`src/rtl/ps2md_pkg.sv`:
```
`timescale 1ns / 1ps
// ----------------------------------------------------------------------------
// ps2md_pkg
// Shared constants, codes and types of the PS/2 mouse packet decoder.
// ----------------------------------------------------------------------------
package ps2md_pkg;

    // configuration register indexes
    localparam int CFG_IDX_W = 3;
    localparam logic [CFG_IDX_W-1:0] REG_COLUMNS      = 3'd0;
    localparam logic [CFG_IDX_W-1:0] REG_ROWS         = 3'd1;
    localparam logic [CFG_IDX_W-1:0] REG_GLYPH_W      = 3'd2;
    localparam logic [CFG_IDX_W-1:0] REG_GLYPH_H      = 3'd3;
    localparam logic [CFG_IDX_W-1:0] REG_WHEEL_MODE   = 3'd4;
    localparam logic [CFG_IDX_W-1:0] REG_REPORT_EN    = 3'd5;
    localparam logic [CFG_IDX_W-1:0] REG_REPORT_WHEEL = 3'd6;
    localparam int CFG_DATA_W = 8;

    // field widths
    localparam int COLS_W  = 8;
    localparam int ROWS_W  = 8;
    localparam int GW_W    = 6;
    localparam int GH_W    = 7;
    localparam int PX_W    = COLS_W + GW_W;
    localparam int PY_W    = ROWS_W + GH_W;
    localparam int CELL_W  = 8;
    localparam int POS_W   = 9;
    localparam int CODE_W  = 7;
    localparam int KIND_W  = 2;
    localparam int LINES_W = 3;
    localparam int DELTA_W = 9;
    localparam int SUM_W   = 17;

    // reset values of the configuration registers
    localparam logic [COLS_W-1:0] RST_COLUMNS = 8'd80;
    localparam logic [ROWS_W-1:0] RST_ROWS    = 8'd25;
    localparam logic [GW_W-1:0]   RST_GLYPH_W = 6'd8;
    localparam logic [GH_W-1:0]   RST_GLYPH_H = 7'd16;

    // event kinds
    localparam logic [KIND_W-1:0] EV_CURSOR = 2'd0;
    localparam logic [KIND_W-1:0] EV_BUTTON = 2'd1;
    localparam logic [KIND_W-1:0] EV_WHEEL  = 2'd2;
    localparam logic [KIND_W-1:0] EV_SCROLL = 2'd3;

    // button codes
    localparam logic [CODE_W-1:0] BTN_LEFT       = 7'd0;
    localparam logic [CODE_W-1:0] BTN_MIDDLE     = 7'd1;
    localparam logic [CODE_W-1:0] BTN_RIGHT      = 7'd2;
    localparam logic [CODE_W-1:0] BTN_WHEEL_UP   = 7'd64;
    localparam logic [CODE_W-1:0] BTN_WHEEL_DOWN = 7'd65;

    localparam logic signed [LINES_W-1:0] SCROLL_UP   = -3'sd3;
    localparam logic signed [LINES_W-1:0] SCROLL_DOWN = 3'sd3;

    // serial divider sizes
    localparam int DVD_W = PY_W;
    localparam int DVS_W = GH_W;
    localparam int CNT_W = $clog2(DVD_W + 1);

    typedef struct packed {
        logic busy;
        logic done;
    } div_status_t;

endpackage

```
`src/rtl/ps2md_in_if.sv`:
```
`timescale 1ns / 1ps
// ----------------------------------------------------------------------------
// ps2md_in_if
// Byte channel from the PS/2 controller: valid/ready and byte payload.
// ----------------------------------------------------------------------------
interface ps2md_in_if;
    logic       valid;
    logic       ready;
    logic [7:0] rx_byte;
    logic       from_aux;

    modport source (output valid, output rx_byte, output from_aux, input ready);
    modport sink   (input valid, input rx_byte, input from_aux, output ready);
endinterface

```
`src/rtl/ps2md_out_if.sv`:
```
`timescale 1ns / 1ps
// ----------------------------------------------------------------------------
// ps2md_out_if
// Event channel of the decoder: valid/ready and event payload.
// ----------------------------------------------------------------------------
interface ps2md_out_if;
    logic              valid;
    logic              ready;
    logic [1:0]        event_kind;
    logic [6:0]        button_code;
    logic [8:0]        cell_col;
    logic [8:0]        cell_row;
    logic              pressed;
    logic signed [2:0] scroll_lines;
    logic              last_event;

    modport source (output valid, output event_kind, output button_code, output cell_col,
                    output cell_row, output pressed, output scroll_lines,
                    output last_event, input ready);
    modport sink   (input valid, input event_kind, input button_code, input cell_col,
                    input cell_row, input pressed, input scroll_lines,
                    input last_event, output ready);
endinterface

```
`src/rtl/ps2md_div.sv`:
```
`timescale 1ns / 1ps
// ----------------------------------------------------------------------------
// ps2md_div
// Restoring serial divider, one quotient bit per cycle, shared for both axes.
// ----------------------------------------------------------------------------
module ps2md_div
(
    input  logic                        clk,
    input  logic                        rst_n,
    input  logic                        start,
    input  logic [ps2md_pkg::DVD_W-1:0] dividend,
    input  logic [ps2md_pkg::DVS_W-1:0] divisor,
    output ps2md_pkg::div_status_t      status,
    output logic [ps2md_pkg::DVD_W-1:0] quotient
);
    import ps2md_pkg::*;

    logic             busy_reg, busy_next;
    logic             done_reg, done_next;
    logic [CNT_W-1:0] cnt_reg, cnt_next;
    logic [DVS_W-1:0] rem_reg, rem_next;
    logic [DVD_W-1:0] quo_reg, quo_next;
    logic [DVS_W-1:0] dvs_reg, dvs_next;
    logic [DVS_W:0]   trial;
    logic [DVS_W:0]   diff;
    logic             fits;

    assign trial = {rem_reg, quo_reg[DVD_W-1]};
    assign diff  = trial - {1'b0, dvs_reg};
    assign fits  = trial >= {1'b0, dvs_reg};

    always_comb
    begin
        busy_next = busy_reg;
        done_next = 1'b0;
        cnt_next  = cnt_reg;
        rem_next  = rem_reg;
        quo_next  = quo_reg;
        dvs_next  = dvs_reg;
        if (start)
        begin
            busy_next = 1'b1;
            cnt_next  = CNT_W'(DVD_W);
            rem_next  = '0;
            quo_next  = dividend;
            dvs_next  = divisor;
        end
        else if (busy_reg)
        begin
            rem_next = fits ? diff[DVS_W-1:0] : trial[DVS_W-1:0];
            quo_next = {quo_reg[DVD_W-2:0], fits};
            cnt_next = cnt_reg - CNT_W'(1);
            if (cnt_reg == CNT_W'(1))
            begin
                busy_next = 1'b0;
                done_next = 1'b1;
            end
        end
    end

    always_ff @(posedge clk or negedge rst_n)
    begin
        if (!rst_n)
        begin
            busy_reg <= 1'b0;
            done_reg <= 1'b0;
            cnt_reg  <= '0;
        end
        else
        begin
            busy_reg <= busy_next;
            done_reg <= done_next;
            cnt_reg  <= cnt_next;
        end
    end

    always_ff @(posedge clk)
    begin
        rem_reg <= rem_next;
        quo_reg <= quo_next;
        dvs_reg <= dvs_next;
    end

    assign status.busy = busy_reg;
    assign status.done = done_reg;
    assign quotient    = quo_reg;

`ifndef ASSERT_OFF
    a_start_idle: assert property (@(posedge clk) disable iff (!rst_n)
        start |-> !busy_reg)
        else $error("divider started while busy");
    a_done_after_busy: assert property (@(posedge clk) disable iff (!rst_n)
        done_reg |-> ($past(busy_reg) && !busy_reg))
        else $error("divider done without a run");
`endif

endmodule

```
`src/rtl/ps2md_ctrl.sv`:
```
`timescale 1ns / 1ps
// ----------------------------------------------------------------------------
// ps2md_ctrl
// Packet assembly, pointer update and event sequencer around the divider.
// ----------------------------------------------------------------------------
module ps2md_ctrl
(
    input  logic                             clk,
    input  logic                             rst_n,
    ps2md_in_if.sink                         rx,
    ps2md_out_if.source                      evt,
    input  logic                             cfg_wr_en,
    input  logic [ps2md_pkg::CFG_IDX_W-1:0]  cfg_index,
    input  logic [ps2md_pkg::CFG_DATA_W-1:0] cfg_data,
    output logic                             div_start,
    output logic [ps2md_pkg::DVD_W-1:0]      div_dividend,
    output logic [ps2md_pkg::DVS_W-1:0]      div_divisor,
    input  ps2md_pkg::div_status_t           div_status,
    input  logic [ps2md_pkg::DVD_W-1:0]      div_quotient
);
    import ps2md_pkg::*;

    localparam int ST_W = 4;
    localparam logic [ST_W-1:0] S_IDLE   = 4'd0;
    localparam logic [ST_W-1:0] S_DECODE = 4'd1;
    localparam logic [ST_W-1:0] S_GEOM   = 4'd2;
    localparam logic [ST_W-1:0] S_MOVE   = 4'd3;
    localparam logic [ST_W-1:0] S_XSTART = 4'd4;
    localparam logic [ST_W-1:0] S_XWAIT  = 4'd5;
    localparam logic [ST_W-1:0] S_YSTART = 4'd6;
    localparam logic [ST_W-1:0] S_YWAIT  = 4'd7;
    localparam logic [ST_W-1:0] S_EMIT   = 4'd8;

    localparam int PEND_W = 5;
    localparam int P_CURSOR = 0;
    localparam int P_LEFT   = 1;
    localparam int P_RIGHT  = 2;
    localparam int P_MIDDLE = 3;
    localparam int P_WHEEL  = 4;

    // configuration
    logic [COLS_W-1:0] cols_reg;
    logic [ROWS_W-1:0] rows_reg;
    logic [GW_W-1:0]   gw_reg;
    logic [GH_W-1:0]   gh_reg;
    logic              wheel_mode_reg, report_en_reg, report_wheel_reg;

    logic [ST_W-1:0]   state_reg, state_next;
    logic [2:0]        offset_reg, offset_next;
    logic [7:0]        pkt_reg [4];
    logic              pkt_we;
    logic [2:0]        last_btn_reg, last_btn_next;
    logic [PEND_W-1:0] pend_reg, pend_next;
    logic [PX_W-1:0]   px_reg, px_next;
    logic [PY_W-1:0]   py_reg, py_next;
    logic [CELL_W-1:0] cx_reg, cx_next;
    logic [CELL_W-1:0] cy_reg, cy_next;
    logic [PX_W-1:0]   w_reg, w_next;
    logic [PY_W-1:0]   h_reg, h_next;
    logic signed [DELTA_W-1:0] dx_reg, dx_next;
    logic signed [DELTA_W-1:0] dy_reg, dy_next;

    logic                     ov_reg, ov_next;
    logic [KIND_W-1:0]        kind_reg, kind_next;
    logic [CODE_W-1:0]        code_reg, code_next;
    logic [POS_W-1:0]         col_reg, col_next;
    logic [POS_W-1:0]         row_reg, row_next;
    logic                     pressed_reg, pressed_next;
    logic signed [LINES_W-1:0] lines_reg, lines_next;
    logic                     last_reg, last_next;

    logic [2:0]        offset_inc;
    logic [2:0]        pkt_len;
    logic [7:0]        b0;
    logic [2:0]        btn;
    logic [2:0]        changed;
    logic [3:0]        zval;
    logic              geom_ok;
    logic signed [SUM_W-1:0] sx, sy;
    logic [PEND_W-1:0] sel;
    logic [PEND_W-1:0] rest;

    assign rx.ready   = (state_reg == S_IDLE);
    assign offset_inc = offset_reg + 3'd1;
    assign pkt_len    = wheel_mode_reg ? 3'd4 : 3'd3;
    assign b0         = pkt_reg[0];
    assign btn        = b0[2:0];
    assign changed    = btn ^ last_btn_reg;
    assign zval       = pkt_reg[3][3:0];
    assign geom_ok    = (cols_reg != '0) && (rows_reg != '0) && (gw_reg != '0)
                        && (gh_reg != '0);
    assign sx = $signed({{(SUM_W-PX_W){1'b0}}, px_reg})
                + {{(SUM_W-DELTA_W){dx_reg[DELTA_W-1]}}, dx_reg};
    assign sy = $signed({{(SUM_W-PY_W){1'b0}}, py_reg})
                - {{(SUM_W-DELTA_W){dy_reg[DELTA_W-1]}}, dy_reg};
    assign sel  = pend_reg & (~pend_reg + PEND_W'(1));
    assign rest = pend_reg & ~sel;

    assign div_start    = (state_reg == S_XSTART) || (state_reg == S_YSTART);
    assign div_dividend = (state_reg == S_XSTART) ? DVD_W'(px_reg) : py_reg;
    assign div_divisor  = (state_reg == S_XSTART) ? DVS_W'(gw_reg) : gh_reg;

    always_comb
    begin
        state_next    = state_reg;
        offset_next   = offset_reg;
        pkt_we        = 1'b0;
        last_btn_next = last_btn_reg;
        pend_next     = pend_reg;
        px_next       = px_reg;
        py_next       = py_reg;
        cx_next       = cx_reg;
        cy_next       = cy_reg;
        w_next        = w_reg;
        h_next        = h_reg;
        dx_next       = dx_reg;
        dy_next       = dy_reg;
        ov_next       = ov_reg;
        kind_next     = kind_reg;
        code_next     = code_reg;
        col_next      = col_reg;
        row_next      = row_reg;
        pressed_next  = pressed_reg;
        lines_next    = lines_reg;
        last_next     = last_reg;

        if (ov_reg && evt.ready)
        begin
            ov_next = 1'b0;
        end

        case (state_reg)
            S_IDLE:
            begin
                if (rx.valid && rx.from_aux)
                begin
                    if (offset_reg == 3'd0 && !rx.rx_byte[3])
                    begin
                        offset_next = offset_reg;
                    end
                    else if (offset_reg >= 3'd4)
                    begin
                        offset_next = 3'd0;
                    end
                    else
                    begin
                        pkt_we = 1'b1;
                        if (offset_inc < pkt_len)
                        begin
                            offset_next = offset_inc;
                        end
                        else
                        begin
                            offset_next = 3'd0;
                            state_next  = S_DECODE;
                        end
                    end
                end
            end
            S_DECODE:
            begin
                if (b0[7:6] != 2'b00)
                begin
                    state_next = S_IDLE;
                end
                else
                begin
                    dx_next = {b0[4], pkt_reg[1]};
                    dy_next = {b0[5], pkt_reg[2]};
                    pend_next[P_CURSOR] = geom_ok
                        && ((b0[4] || pkt_reg[1] != 8'd0) || (b0[5] || pkt_reg[2] != 8'd0));
                    pend_next[P_LEFT]   = report_en_reg && changed[0];
                    pend_next[P_RIGHT]  = report_en_reg && changed[1];
                    pend_next[P_MIDDLE] = report_en_reg && changed[2];
                    pend_next[P_WHEEL]  = wheel_mode_reg && (zval != 4'd0);
                    last_btn_next = btn;
                    if (pend_next[P_CURSOR])
                    begin
                        state_next = S_GEOM;
                    end
                    else if (pend_next != '0)
                    begin
                        state_next = S_EMIT;
                    end
                    else
                    begin
                        state_next = S_IDLE;
                    end
                end
            end
            S_GEOM:
            begin
                w_next     = PX_W'(cols_reg) * PX_W'(gw_reg);
                h_next     = PY_W'(rows_reg) * PY_W'(gh_reg);
                state_next = S_MOVE;
            end
            S_MOVE:
            begin
                if (sx < 0)
                begin
                    px_next = '0;
                end
                else if (sx >= $signed({{(SUM_W-PX_W){1'b0}}, w_reg}))
                begin
                    px_next = w_reg - PX_W'(1);
                end
                else
                begin
                    px_next = sx[PX_W-1:0];
                end
                if (sy < 0)
                begin
                    py_next = '0;
                end
                else if (sy >= $signed({{(SUM_W-PY_W){1'b0}}, h_reg}))
                begin
                    py_next = h_reg - PY_W'(1);
                end
                else
                begin
                    py_next = sy[PY_W-1:0];
                end
                state_next = S_XSTART;
            end
            S_XSTART:
            begin
                state_next = S_XWAIT;
            end
            S_XWAIT:
            begin
                if (div_status.done)
                begin
                    cx_next    = div_quotient[CELL_W-1:0];
                    state_next = S_YSTART;
                end
            end
            S_YSTART:
            begin
                state_next = S_YWAIT;
            end
            S_YWAIT:
            begin
                if (div_status.done)
                begin
                    cy_next    = div_quotient[CELL_W-1:0];
                    state_next = S_EMIT;
                end
            end
            S_EMIT:
            begin
                if (!ov_reg || evt.ready)
                begin
                    ov_next      = 1'b1;
                    kind_next    = EV_CURSOR;
                    code_next    = BTN_LEFT;
                    col_next     = POS_W'(cx_reg) + POS_W'(1);
                    row_next     = POS_W'(cy_reg) + POS_W'(1);
                    pressed_next = 1'b0;
                    lines_next   = '0;
                    last_next    = (rest == '0);
                    if (sel[P_LEFT])
                    begin
                        kind_next    = EV_BUTTON;
                        code_next    = BTN_LEFT;
                        pressed_next = last_btn_reg[0];
                    end
                    else if (sel[P_RIGHT])
                    begin
                        kind_next    = EV_BUTTON;
                        code_next    = BTN_RIGHT;
                        pressed_next = last_btn_reg[1];
                    end
                    else if (sel[P_MIDDLE])
                    begin
                        kind_next    = EV_BUTTON;
                        code_next    = BTN_MIDDLE;
                        pressed_next = last_btn_reg[2];
                    end
                    else if (sel[P_WHEEL])
                    begin
                        if (report_en_reg && report_wheel_reg)
                        begin
                            kind_next    = EV_WHEEL;
                            code_next    = zval[3] ? BTN_WHEEL_DOWN : BTN_WHEEL_UP;
                            pressed_next = 1'b1;
                        end
                        else
                        begin
                            kind_next  = EV_SCROLL;
                            lines_next = zval[3] ? SCROLL_DOWN : SCROLL_UP;
                        end
                    end
                    pend_next = rest;
                    if (rest == '0)
                    begin
                        state_next = S_IDLE;
                    end
                end
            end
            default:
            begin
                state_next = S_IDLE;
            end
        endcase
    end

    always_ff @(posedge clk or negedge rst_n)
    begin
        if (!rst_n)
        begin
            state_reg        <= S_IDLE;
            offset_reg       <= '0;
            last_btn_reg     <= '0;
            pend_reg         <= '0;
            px_reg           <= '0;
            py_reg           <= '0;
            cx_reg           <= '0;
            cy_reg           <= '0;
            ov_reg           <= 1'b0;
            cols_reg         <= RST_COLUMNS;
            rows_reg         <= RST_ROWS;
            gw_reg           <= RST_GLYPH_W;
            gh_reg           <= RST_GLYPH_H;
            wheel_mode_reg   <= 1'b0;
            report_en_reg    <= 1'b0;
            report_wheel_reg <= 1'b0;
        end
        else
        begin
            state_reg    <= state_next;
            offset_reg   <= offset_next;
            last_btn_reg <= last_btn_next;
            pend_reg     <= pend_next;
            px_reg       <= px_next;
            py_reg       <= py_next;
            cx_reg       <= cx_next;
            cy_reg       <= cy_next;
            ov_reg       <= ov_next;
            if (cfg_wr_en)
            begin
                case (cfg_index)
                    REG_COLUMNS:      cols_reg         <= cfg_data[COLS_W-1:0];
                    REG_ROWS:         rows_reg         <= cfg_data[ROWS_W-1:0];
                    REG_GLYPH_W:      gw_reg           <= cfg_data[GW_W-1:0];
                    REG_GLYPH_H:      gh_reg           <= cfg_data[GH_W-1:0];
                    REG_WHEEL_MODE:   wheel_mode_reg   <= cfg_data[0];
                    REG_REPORT_EN:    report_en_reg    <= cfg_data[0];
                    REG_REPORT_WHEEL: report_wheel_reg <= cfg_data[0];
                    default:          cols_reg         <= cols_reg;
                endcase
            end
        end
    end

    always_ff @(posedge clk)
    begin
        if (pkt_we)
        begin
            pkt_reg[offset_reg[1:0]] <= rx.rx_byte;
        end
        w_reg       <= w_next;
        h_reg       <= h_next;
        dx_reg      <= dx_next;
        dy_reg      <= dy_next;
        kind_reg    <= kind_next;
        code_reg    <= code_next;
        col_reg     <= col_next;
        row_reg     <= row_next;
        pressed_reg <= pressed_next;
        lines_reg   <= lines_next;
        last_reg    <= last_next;
    end

    assign evt.valid        = ov_reg;
    assign evt.event_kind   = kind_reg;
    assign evt.button_code  = code_reg;
    assign evt.cell_col     = col_reg;
    assign evt.cell_row     = row_reg;
    assign evt.pressed      = pressed_reg;
    assign evt.scroll_lines = lines_reg;
    assign evt.last_event   = last_reg;

`ifndef ASSERT_OFF
    a_done_when_waiting: assert property (@(posedge clk) disable iff (!rst_n)
        div_status.done |-> (state_reg == S_XWAIT || state_reg == S_YWAIT))
        else $error("divider result with nobody waiting");
    a_emit_has_work: assert property (@(posedge clk) disable iff (!rst_n)
        (state_reg == S_EMIT) |-> (pend_reg != '0))
        else $error("event sequencer with nothing pending");
    a_offset_range: assert property (@(posedge clk) disable iff (!rst_n)
        offset_reg < 3'd4)
        else $error("packet offset beyond buffer");
`endif

endmodule

```
`src/rtl/ps2_mouse_packet_decoder_unit.sv`:
```
`timescale 1ns / 1ps
// ----------------------------------------------------------------------------
// ps2_mouse_packet_decoder_unit
// PS/2 mouse packet decoder: packet sync, pointer tracking, cell lookup and
// cursor, button, wheel and scrollback events.
//
//   channel | dir | handshake     | payload
//   rx      | in  | valid/ready   | rx_byte, from_aux
//   evt     | out | valid/ready   | event_kind, button_code, cell_col, cell_row,
//           |     |               | pressed, scroll_lines, last_event
//   cfg     | in  | cfg_wr_en     | cfg_index, cfg_data
//
// each packet byte is taken in S_IDLE; a closing byte moves to S_DECODE and, with
// motion, through S_GEOM and S_MOVE for the clamp and two 15-step divisions on the
// shared serial divider; rx is not taken again until the sequencer, at one event
// per cycle unless evt stalls, has emitted the last pending event
// no clearing pass after reset; rx.ready is high as soon as reset is released
// the last event of a packet may wait in the output register while rx is taken
// ----------------------------------------------------------------------------
module ps2_mouse_packet_decoder_unit
(
    input  logic                             clk,
    input  logic                             rst_n,
    ps2md_in_if.sink                         rx,
    ps2md_out_if.source                      evt,
    input  logic                             cfg_wr_en,
    input  logic [ps2md_pkg::CFG_IDX_W-1:0]  cfg_index,
    input  logic [ps2md_pkg::CFG_DATA_W-1:0] cfg_data
);
    import ps2md_pkg::*;

    logic        div_start;
    logic [DVD_W-1:0] div_dividend;
    logic [DVS_W-1:0] div_divisor;
    div_status_t div_status;
    logic [DVD_W-1:0] div_quotient;

    ps2md_ctrl u_ctrl
    (
        .clk          (clk),
        .rst_n        (rst_n),
        .rx           (rx),
        .evt          (evt),
        .cfg_wr_en    (cfg_wr_en),
        .cfg_index    (cfg_index),
        .cfg_data     (cfg_data),
        .div_start    (div_start),
        .div_dividend (div_dividend),
        .div_divisor  (div_divisor),
        .div_status   (div_status),
        .div_quotient (div_quotient)
    );

    ps2md_div u_div
    (
        .clk      (clk),
        .rst_n    (rst_n),
        .start    (div_start),
        .dividend (div_dividend),
        .divisor  (div_divisor),
        .status   (div_status),
        .quotient (div_quotient)
    );

endmodule
```
`src/flat_wrapper.sv`:
```
// flat-port wrapper written by rule: the top's interface ports become plain ports
module ps2_mouse_packet_decoder_unit_flat import ps2md_pkg::*;
  (clk, rst_n, cfg_wr_en, cfg_index, cfg_data, rx_valid, rx_rx_byte, rx_from_aux, rx_ready, evt_valid, evt_event_kind, evt_button_code, evt_cell_col, evt_cell_row, evt_pressed, evt_scroll_lines, evt_last_event, evt_ready);
  ps2md_in_if rx_i ();
  ps2md_out_if evt_i ();
  input  logic clk;
  input  logic rst_n;
  input  logic cfg_wr_en;
  input  logic [ps2md_pkg::CFG_IDX_W-1:0] cfg_index;
  input  logic [ps2md_pkg::CFG_DATA_W-1:0] cfg_data;
  input wire logic [$bits(rx_i.valid)-1:0] rx_valid;
  input wire logic [$bits(rx_i.rx_byte)-1:0] rx_rx_byte;
  input wire logic [$bits(rx_i.from_aux)-1:0] rx_from_aux;
  output wire logic [$bits(rx_i.ready)-1:0] rx_ready;
  output wire logic [$bits(evt_i.valid)-1:0] evt_valid;
  output wire logic [$bits(evt_i.event_kind)-1:0] evt_event_kind;
  output wire logic [$bits(evt_i.button_code)-1:0] evt_button_code;
  output wire logic [$bits(evt_i.cell_col)-1:0] evt_cell_col;
  output wire logic [$bits(evt_i.cell_row)-1:0] evt_cell_row;
  output wire logic [$bits(evt_i.pressed)-1:0] evt_pressed;
  output wire logic [$bits(evt_i.scroll_lines)-1:0] evt_scroll_lines;
  output wire logic [$bits(evt_i.last_event)-1:0] evt_last_event;
  input wire logic [$bits(evt_i.ready)-1:0] evt_ready;
  assign rx_i.valid = rx_valid;
  assign rx_i.rx_byte = rx_rx_byte;
  assign rx_i.from_aux = rx_from_aux;
  assign rx_ready = rx_i.ready;
  assign evt_valid = evt_i.valid;
  assign evt_event_kind = evt_i.event_kind;
  assign evt_button_code = evt_i.button_code;
  assign evt_cell_col = evt_i.cell_col;
  assign evt_cell_row = evt_i.cell_row;
  assign evt_pressed = evt_i.pressed;
  assign evt_scroll_lines = evt_i.scroll_lines;
  assign evt_last_event = evt_i.last_event;
  assign evt_i.ready = evt_ready;
  ps2_mouse_packet_decoder_unit u_core (.clk(clk), .rst_n(rst_n), .rx(rx_i), .evt(evt_i), .cfg_wr_en(cfg_wr_en), .cfg_index(cfg_index), .cfg_data(cfg_data));
endmodule
```
`config.mk`:
```
export PLATFORM = sky130hd
export DESIGN_NAME = ps2_mouse_packet_decoder_unit_flat
export DESIGN_NICKNAME = d
export VERILOG_FILES = /design/src/rtl/ps2md_pkg.sv /design/src/rtl/ps2md_in_if.sv /design/src/rtl/ps2md_out_if.sv /design/src/rtl/ps2md_div.sv /design/src/rtl/ps2md_ctrl.sv /design/src/rtl/ps2_mouse_packet_decoder_unit.sv /design/src/flat_wrapper.sv
export SDC_FILE = /design/constraint.sdc
export NUM_CORES = 1
export LEC_CHECK = 0
export BUFFER_PORTS_ARGS = -buffer_cell sky130_fd_sc_hd__buf_2
export CORE_MARGIN = 2
export CORE_UTILIZATION = 45
export CTS_CLUSTER_SIZE = 16
export DETAILED_ROUTE_END_ITERATION = 10
export PLACE_DENSITY = 0.58
export SLEW_MARGIN = 25
export SYNTH_ARGS = -nofsm -noshare
export SYNTH_HDL_FRONTEND = slang
export SYNTH_SLANG_ARGS = --single-unit
```
`constraint.sdc`:
```
create_clock -name clk -period 4.87 [get_ports clk]
set_input_delay 0.2435 -clock clk [delete_from_list [all_inputs] [get_ports clk]]
set_output_delay 0.2435 -clock clk [all_outputs]
set_load 0.05 [all_outputs]
```
== After elaboration in Yosys (flattened, before gate mapping) ==
Memory sizes are Yosys's and may differ from the RTL's.
Cells that the tools add are included.
W data, S select, Z words.

* Bits in latches: 0
* Output and inout port bits: 34
* Bits of input ports: 25
* Bits in writable memories: 32
* Memories kept: 1
* Memory bits (read-only): 0
* Register bits: 207
* Logic and storage cells: 200

{| class="wikitable"
|+ Memories
! name !! depth !! bits a word !! read ports !! clocked after Yosys merged registers in !! wr ports !! RTL line !! RTL
|-
| u_core.u_ctrl.pkt_reg || 4 || 8 || 4 || 0 || 1 || ps2md_ctrl.sv:50 || <nowiki>logic [7:0] pkt_reg [4];</nowiki>
|}

* $add $sub $neg: 10
* $lt $le $gt $ge: 7
* Muxes and demuxes: 57
* Reductions and logical operators: 53
* Shifts and indexed selects: 0
* Multiply operators: 2
* Bitwise operators: 9
* Equal/unequal tests: 24
* Divide/modulo/power cells: 0

{| class="wikitable"
|+ Operators by type and width
! kind !! number
|-
| $mux W15 || 5
|-
| $mux W4 || 13
|-
| $pmux W4 S9 || 1
|-
| $reduce_bool A8 Y1 || 4
|-
| $mux W14 || 2
|-
| $mux W1 || 24
|-
| $reduce_and A2 Y1 || 11
|-
| $add A8 B1 Y9 const B || 2
|-
| $ge A17 B16 Y1 || 1
|-
| $lt A17 B1 Y1 const B || 1
|-
| $sub A16 B9 Y17 || 1
|-
| $add A15 B9 Y16 || 1
|-
| $eq A4 B3 Y1 const B || 4
|-
| $ge A16 B15 Y1 || 1
|-
| $lt A16 B1 Y1 const B || 1
|-
| $ne A2 B2 Y1 const B || 8
|-
| $mul A8 B7 Y15 || 1
|-
| $sub A15 B1 Y15 const B || 1
|-
| $mul A8 B6 Y14 || 1
|-
| $sub A14 B1 Y14 const B || 1
|-
| $logic_and A1 B1 Y1 || 12
|-
| $mux W3 || 4
|-
| $and A5 B5 Y5 || 2
|-
| $mux W5 || 2
|-
| other kinds (37) || 58
|}

== Logic depth before layout (Yosys ltp) ==
* Depth in word-level cells: 10
* Mapped depth: 19
* Depth with buffers taken out: 18

== Hierarchy ==
Synthesis repeated with hierarchy kept, for this count alone.

* Cells, all modules: 1470
* Area, all modules: 15661.3 um^2

{| class="wikitable"
|+ By module, submodules not included
! module !! seq. area each (um^2) !! cells each !! area an instance (um^2) !! instances
|-
| ps2md_ctrl || 5398.9 || 1299 || 13700.6 || 1
|-
| ps2md_div || 950.9 || 171 || 1960.6 || 1
|}

== Worst setup path after synthesis ==
No wires, ideal clock.

* Path kind: register to register
* From: register u_core.u_ctrl.gh_reg[4]
* To: register u_core.u_ctrl.h_reg[12] (data pin)
* Buffers on the path: 1
* Slack: 475 ps
* Period minus slack after synthesis: 4395 ps
* Cell stages (with the launch flop): 17
* Data arrival time: 4137 ps
* Setup time: 258 ps
* Data required time: 4612 ps
* Cell sequence: dfstp_2 -> clkbuf_1 -> nand2_1 -> fa_1 -> fa_1 -> inv_1 -> fa_1 -> inv_1 -> fa_1 -> inv_1 -> ha_1 -> nor2b_1 -> o211ai_1 -> nand2_1 -> a41oi_1 -> nor2b_1 -> xnor2_1

* Cells in the longest elaborated chain, start to end: 1

{| class="wikitable"
|+ Ends and longest elaborated chain
! element !! RTL line !! RTL
|-
| start, declared || ps2md_ctrl.sv:45 || <nowiki>logic [GH_W-1:0] gh_reg;</nowiki>
|-
| start signal, assigned || ps2md_ctrl.sv:345 || <nowiki>REG_GLYPH_H: gh_reg <= cfg_data[GH_W-1:0];</nowiki>
|-
| $mul A8 B7 Y15 || ps2md_ctrl.sv:194 || <nowiki>h_next = PY_W'(rows_reg) * PY_W'(gh_reg);</nowiki>
|-
| end signal, assigned || ps2md_ctrl.sv:362 || <nowiki>h_reg <= h_next;</nowiki>
|-
| end, declared || ps2md_ctrl.sv:59 || <nowiki>logic [PY_W-1:0] h_reg, h_next;</nowiki>
|}

No other way between the ends.
A chain may end at the register's enable or synchronous reset.

== Worst setup path in the final report ==
* From: register u_core.u_ctrl.gh_reg[3]
* To: register u_core.u_ctrl.h_reg[12] (data pin)

Same word-level chain as after synthesis.

==> reports/qor.yml <==
status: "finished clean"
synth_top_area_cell: "edfxtp_1"
p_switching_mw: 3.76
start_util_pct: 45.6
clockBufferDepth: 3
r2r_start: "u_core.u_ctrl.gh_reg[3]"
num_io_pins: 59
ys_seq_elements: 230
clock_sinks: 230
max_cap_viol_count: 0
wl_per_cell_um: 16.6
hold_path_class: "input port to register"
ant_nets: 0
startpoint_type: "register"
layout_min_cycle_time_ns: 4.53
die_w_um: 188
power.total_mw: 9.67
syn_inst: 1442
grt-ovfl-total: 0
ys_seq_area_share_pct: 41.6
irDropWorstVdd_uv: 514
syn_to_final_growth_pct: 11.9
netlist_top_cells_area: "edfxtp_1, dfrtp_1, ha_1"
most-common-layout-cells: "nand2_1, inv_1, ha_1"
portBuffers: 54
fmax_mhz: 221
slew_violations: 0
antenna_found_initial: 1
die-area_um2: 35400
async_reset_ff_share_pct: 43.0
grt_pass1_vias: 10300
ys.flop_type: "edfxtp_1"
worstPathArrival_ns: 4.82
hold-path-endpoint: "u_core.u_ctrl.evt.valid"
rrSetupSlack_ns: 0.34
leakage_nw: 7.56
end_kind: "register"
yosys_warnings: 0
vias: 10300
setup_tns_ns: 0
hold_depth: 3
antenna_cells: 0
die_y_um: 188
synthDistinctLibCells: 81
clkPwrFrac_pct: 22.7
layout-drive-gt1-share_pct: 12.5
viasPerCell: 5.20
cts_tree: "yes"
setup_violations: 0
post_cts_resized: 0
layout_commonest_cell: "nand2_1"
power.density_nw_per_um2: 566
htreeDepth: 1
post_synth.cell_area_avg_um2: 10.6
r2r-end: "u_core.u_ctrl.h_reg[12]"
required_ns: 5.16
gp_congestion: 0.846
largest_reg_flops: 27
power_frac_seq_pct: 30.9
rsz0062_at_grt: "false"
clkTransAtPathRegs_ns: 0.06
path_max_fanout: 11
track_usage_pct: 19.0
path_class: "register to register"
internal_power_mw: 5.91
routed_wl_um: 32700
drc: 0
grt_max_degree: 64
syn-cell-area_um2: 15300
comb_power_share_pct: 46.4
dr.pass1.iters: 4
nNetsFinal: 1721
final_util_pct: 51.1
hold_violations: 0
clk_latency_ns: 0.54
min-delay-start: "evt_ready"
tightest_slew_ns: 0.905
drtIter0Drc: 507
synth-edff-count: 124
cts_buffers: 27
finClkSkew_ns: 0.0143
postCtsHoldBufs: 11
grt_pass1_wl_um: 54200
period_share_pct: 93.0
slew_headroom_pct: 39.3
synth_top_area_share_pct: 24.4
rows: 67
core_um2: 33400
worstRegToRegCells: 16
cts-root-buf: "clkbuf_16"
swShare_pct: 38.9
cts_setup_buffers: 0
dp_hpwl_um: 24900
cell usage after synthesis, types with 4 or more instances:
| master | instances |
|---|---|
| nand2_1 | 163 |
| inv_1 | 152 |
| ha_1 | 134 |
| edfxtp_1 | 124 |
| dfrtp_1 | 92 |
| xnor2_1 | 67 |
| and2_1 | 58 |
| a21oi_1 | 57 |
| fa_1 | 57 |
| o21ai_0 | 52 |
| mux2_2 | 50 |
| nor2_1 | 49 |
| mux2i_1 | 42 |
| clkbuf_1 | 33 |
| nand3_1 | 29 |
| o21ai_1 | 28 |
| xor2_1 | 21 |
| nor3_1 | 18 |
| nand2b_1 | 14 |
| a21o_1 | 13 |
| o21a_1 | 13 |
| nor4_1 | 12 |
| nand4_1 | 11 |
| nor2b_1 | 11 |
| o22ai_1 | 9 |
| a211oi_1 | 8 |
| o21bai_1 | 8 |
| dfstp_2 | 7 |
| dfxtp_1 | 7 |
| nand3b_1 | 6 |
| o31ai_1 | 6 |
| buf_4 | 5 |
| and3_1 | 4 |
| o211ai_1 | 4 |
| or3_1 | 4 |
| or4_1 | 4 |
final cells by class:
| cell class | instances | area (µm²) |
|---|---|---|
| clock buffers | 30 | 729 |
| clock inverters | 19 | 243 |
| fillers | 3004 | 16400 |
| inverters | 153 | 574 |
| multi-input cells | 1020 | 8180 |
| flip-flops and latches | 230 | 6350 |
| well taps | 448 | 561 |
| repair buffers | 73 | 443 |
how the worst max path moves through the flow:
stage / from / endpoint / slack [ns]
floorplan: u_core.u_ctrl.gh_reg[4] / u_core.u_ctrl.h_reg[12] / 0.48
global placement: u_core.u_ctrl.rows_reg[0] / u_core.u_ctrl.h_reg[12] / 0.41
detailed placement: u_core.u_ctrl.rows_reg[0] / u_core.u_ctrl.h_reg[12] / 0.35
CTS: u_core.u_ctrl.rows_reg[0] / u_core.u_ctrl.h_reg[14] / 0.36
global route: u_core.u_ctrl.gh_reg[3] / u_core.u_ctrl.h_reg[12] / 0.14
finish: u_core.u_ctrl.gh_reg[3] / u_core.u_ctrl.h_reg[12] / 0.34
per-layer routing:
metal,wire length (µm),part of all wire (%),GRT usage (%)
met1,16000,49,26.9
met2,15200,47,31.3
met3,837,2.6,2.12
met4,698,2.1,4.30
met5,0,0,0
stage by stage:
stage | hold WS (ns) | instances | setup slack (ns) | instance area (µm²)
after floorplan | -0.0521 | 1445 | 0.475 | 15300
after global placement | 0.427 | 1913 | 0.406 | 16000
after detailed placement | 0.430 | 1913 | 0.355 | 16000
after CTS | 0.00278 | 1973 | 0.359 | 17100
after global routing | 0.0172 | 1973 | 0.143 | 17100
final | 0.0255 | 1973 | 0.340 | 17100
worst max-delay path, stage by stage (launching register included):
cell	delay [ns]
dfrtp_1	0.48
and2_1	0.23
fa_1	0.53
inv_1	0.05
fa_1	0.47
inv_1	0.06
fa_1	0.53
inv_1	0.05
fa_1	0.52
inv_1	0.04
ha_1	0.33
nor2b_1	0.16
o211ai_1	0.18
nand2_1	0.10
a41oi_1	0.27
nor2b_1	0.20
xnor2_1	0.07
cells by family after synthesis:
logic type,Yosys count,share of synthesized area (%)
AND/OR/NAND/NOR,409,13.6
other,1,0.0246
buffers and inverters,195,4.98
multiplexers,96,6.75
AO/OA/AOI/OAI,231,9.44
XOR/XNOR,88,5.05
adder cells (fa/ha/maj),192,18.5
flip-flops,230,41.6
power groups by stage:
| stage | Sequential [mW] | Combinational (mW) | Clock, mW |
|---|---|---|---|
| after floorplan | 2.79 | 3.65 | 0 |
| after global placement | 3.01 | 4.46 | 0 |
| after detailed placement | 3.02 | 4.51 | 0 |
| after CTS | 2.99 | 4.55 | 2.23 |
| after global routing | 3.05 | 5.16 | 2.31 |
| final | 2.99 | 4.49 | 2.19 |
Note: power is estimated with default switching activity, not from simulation.
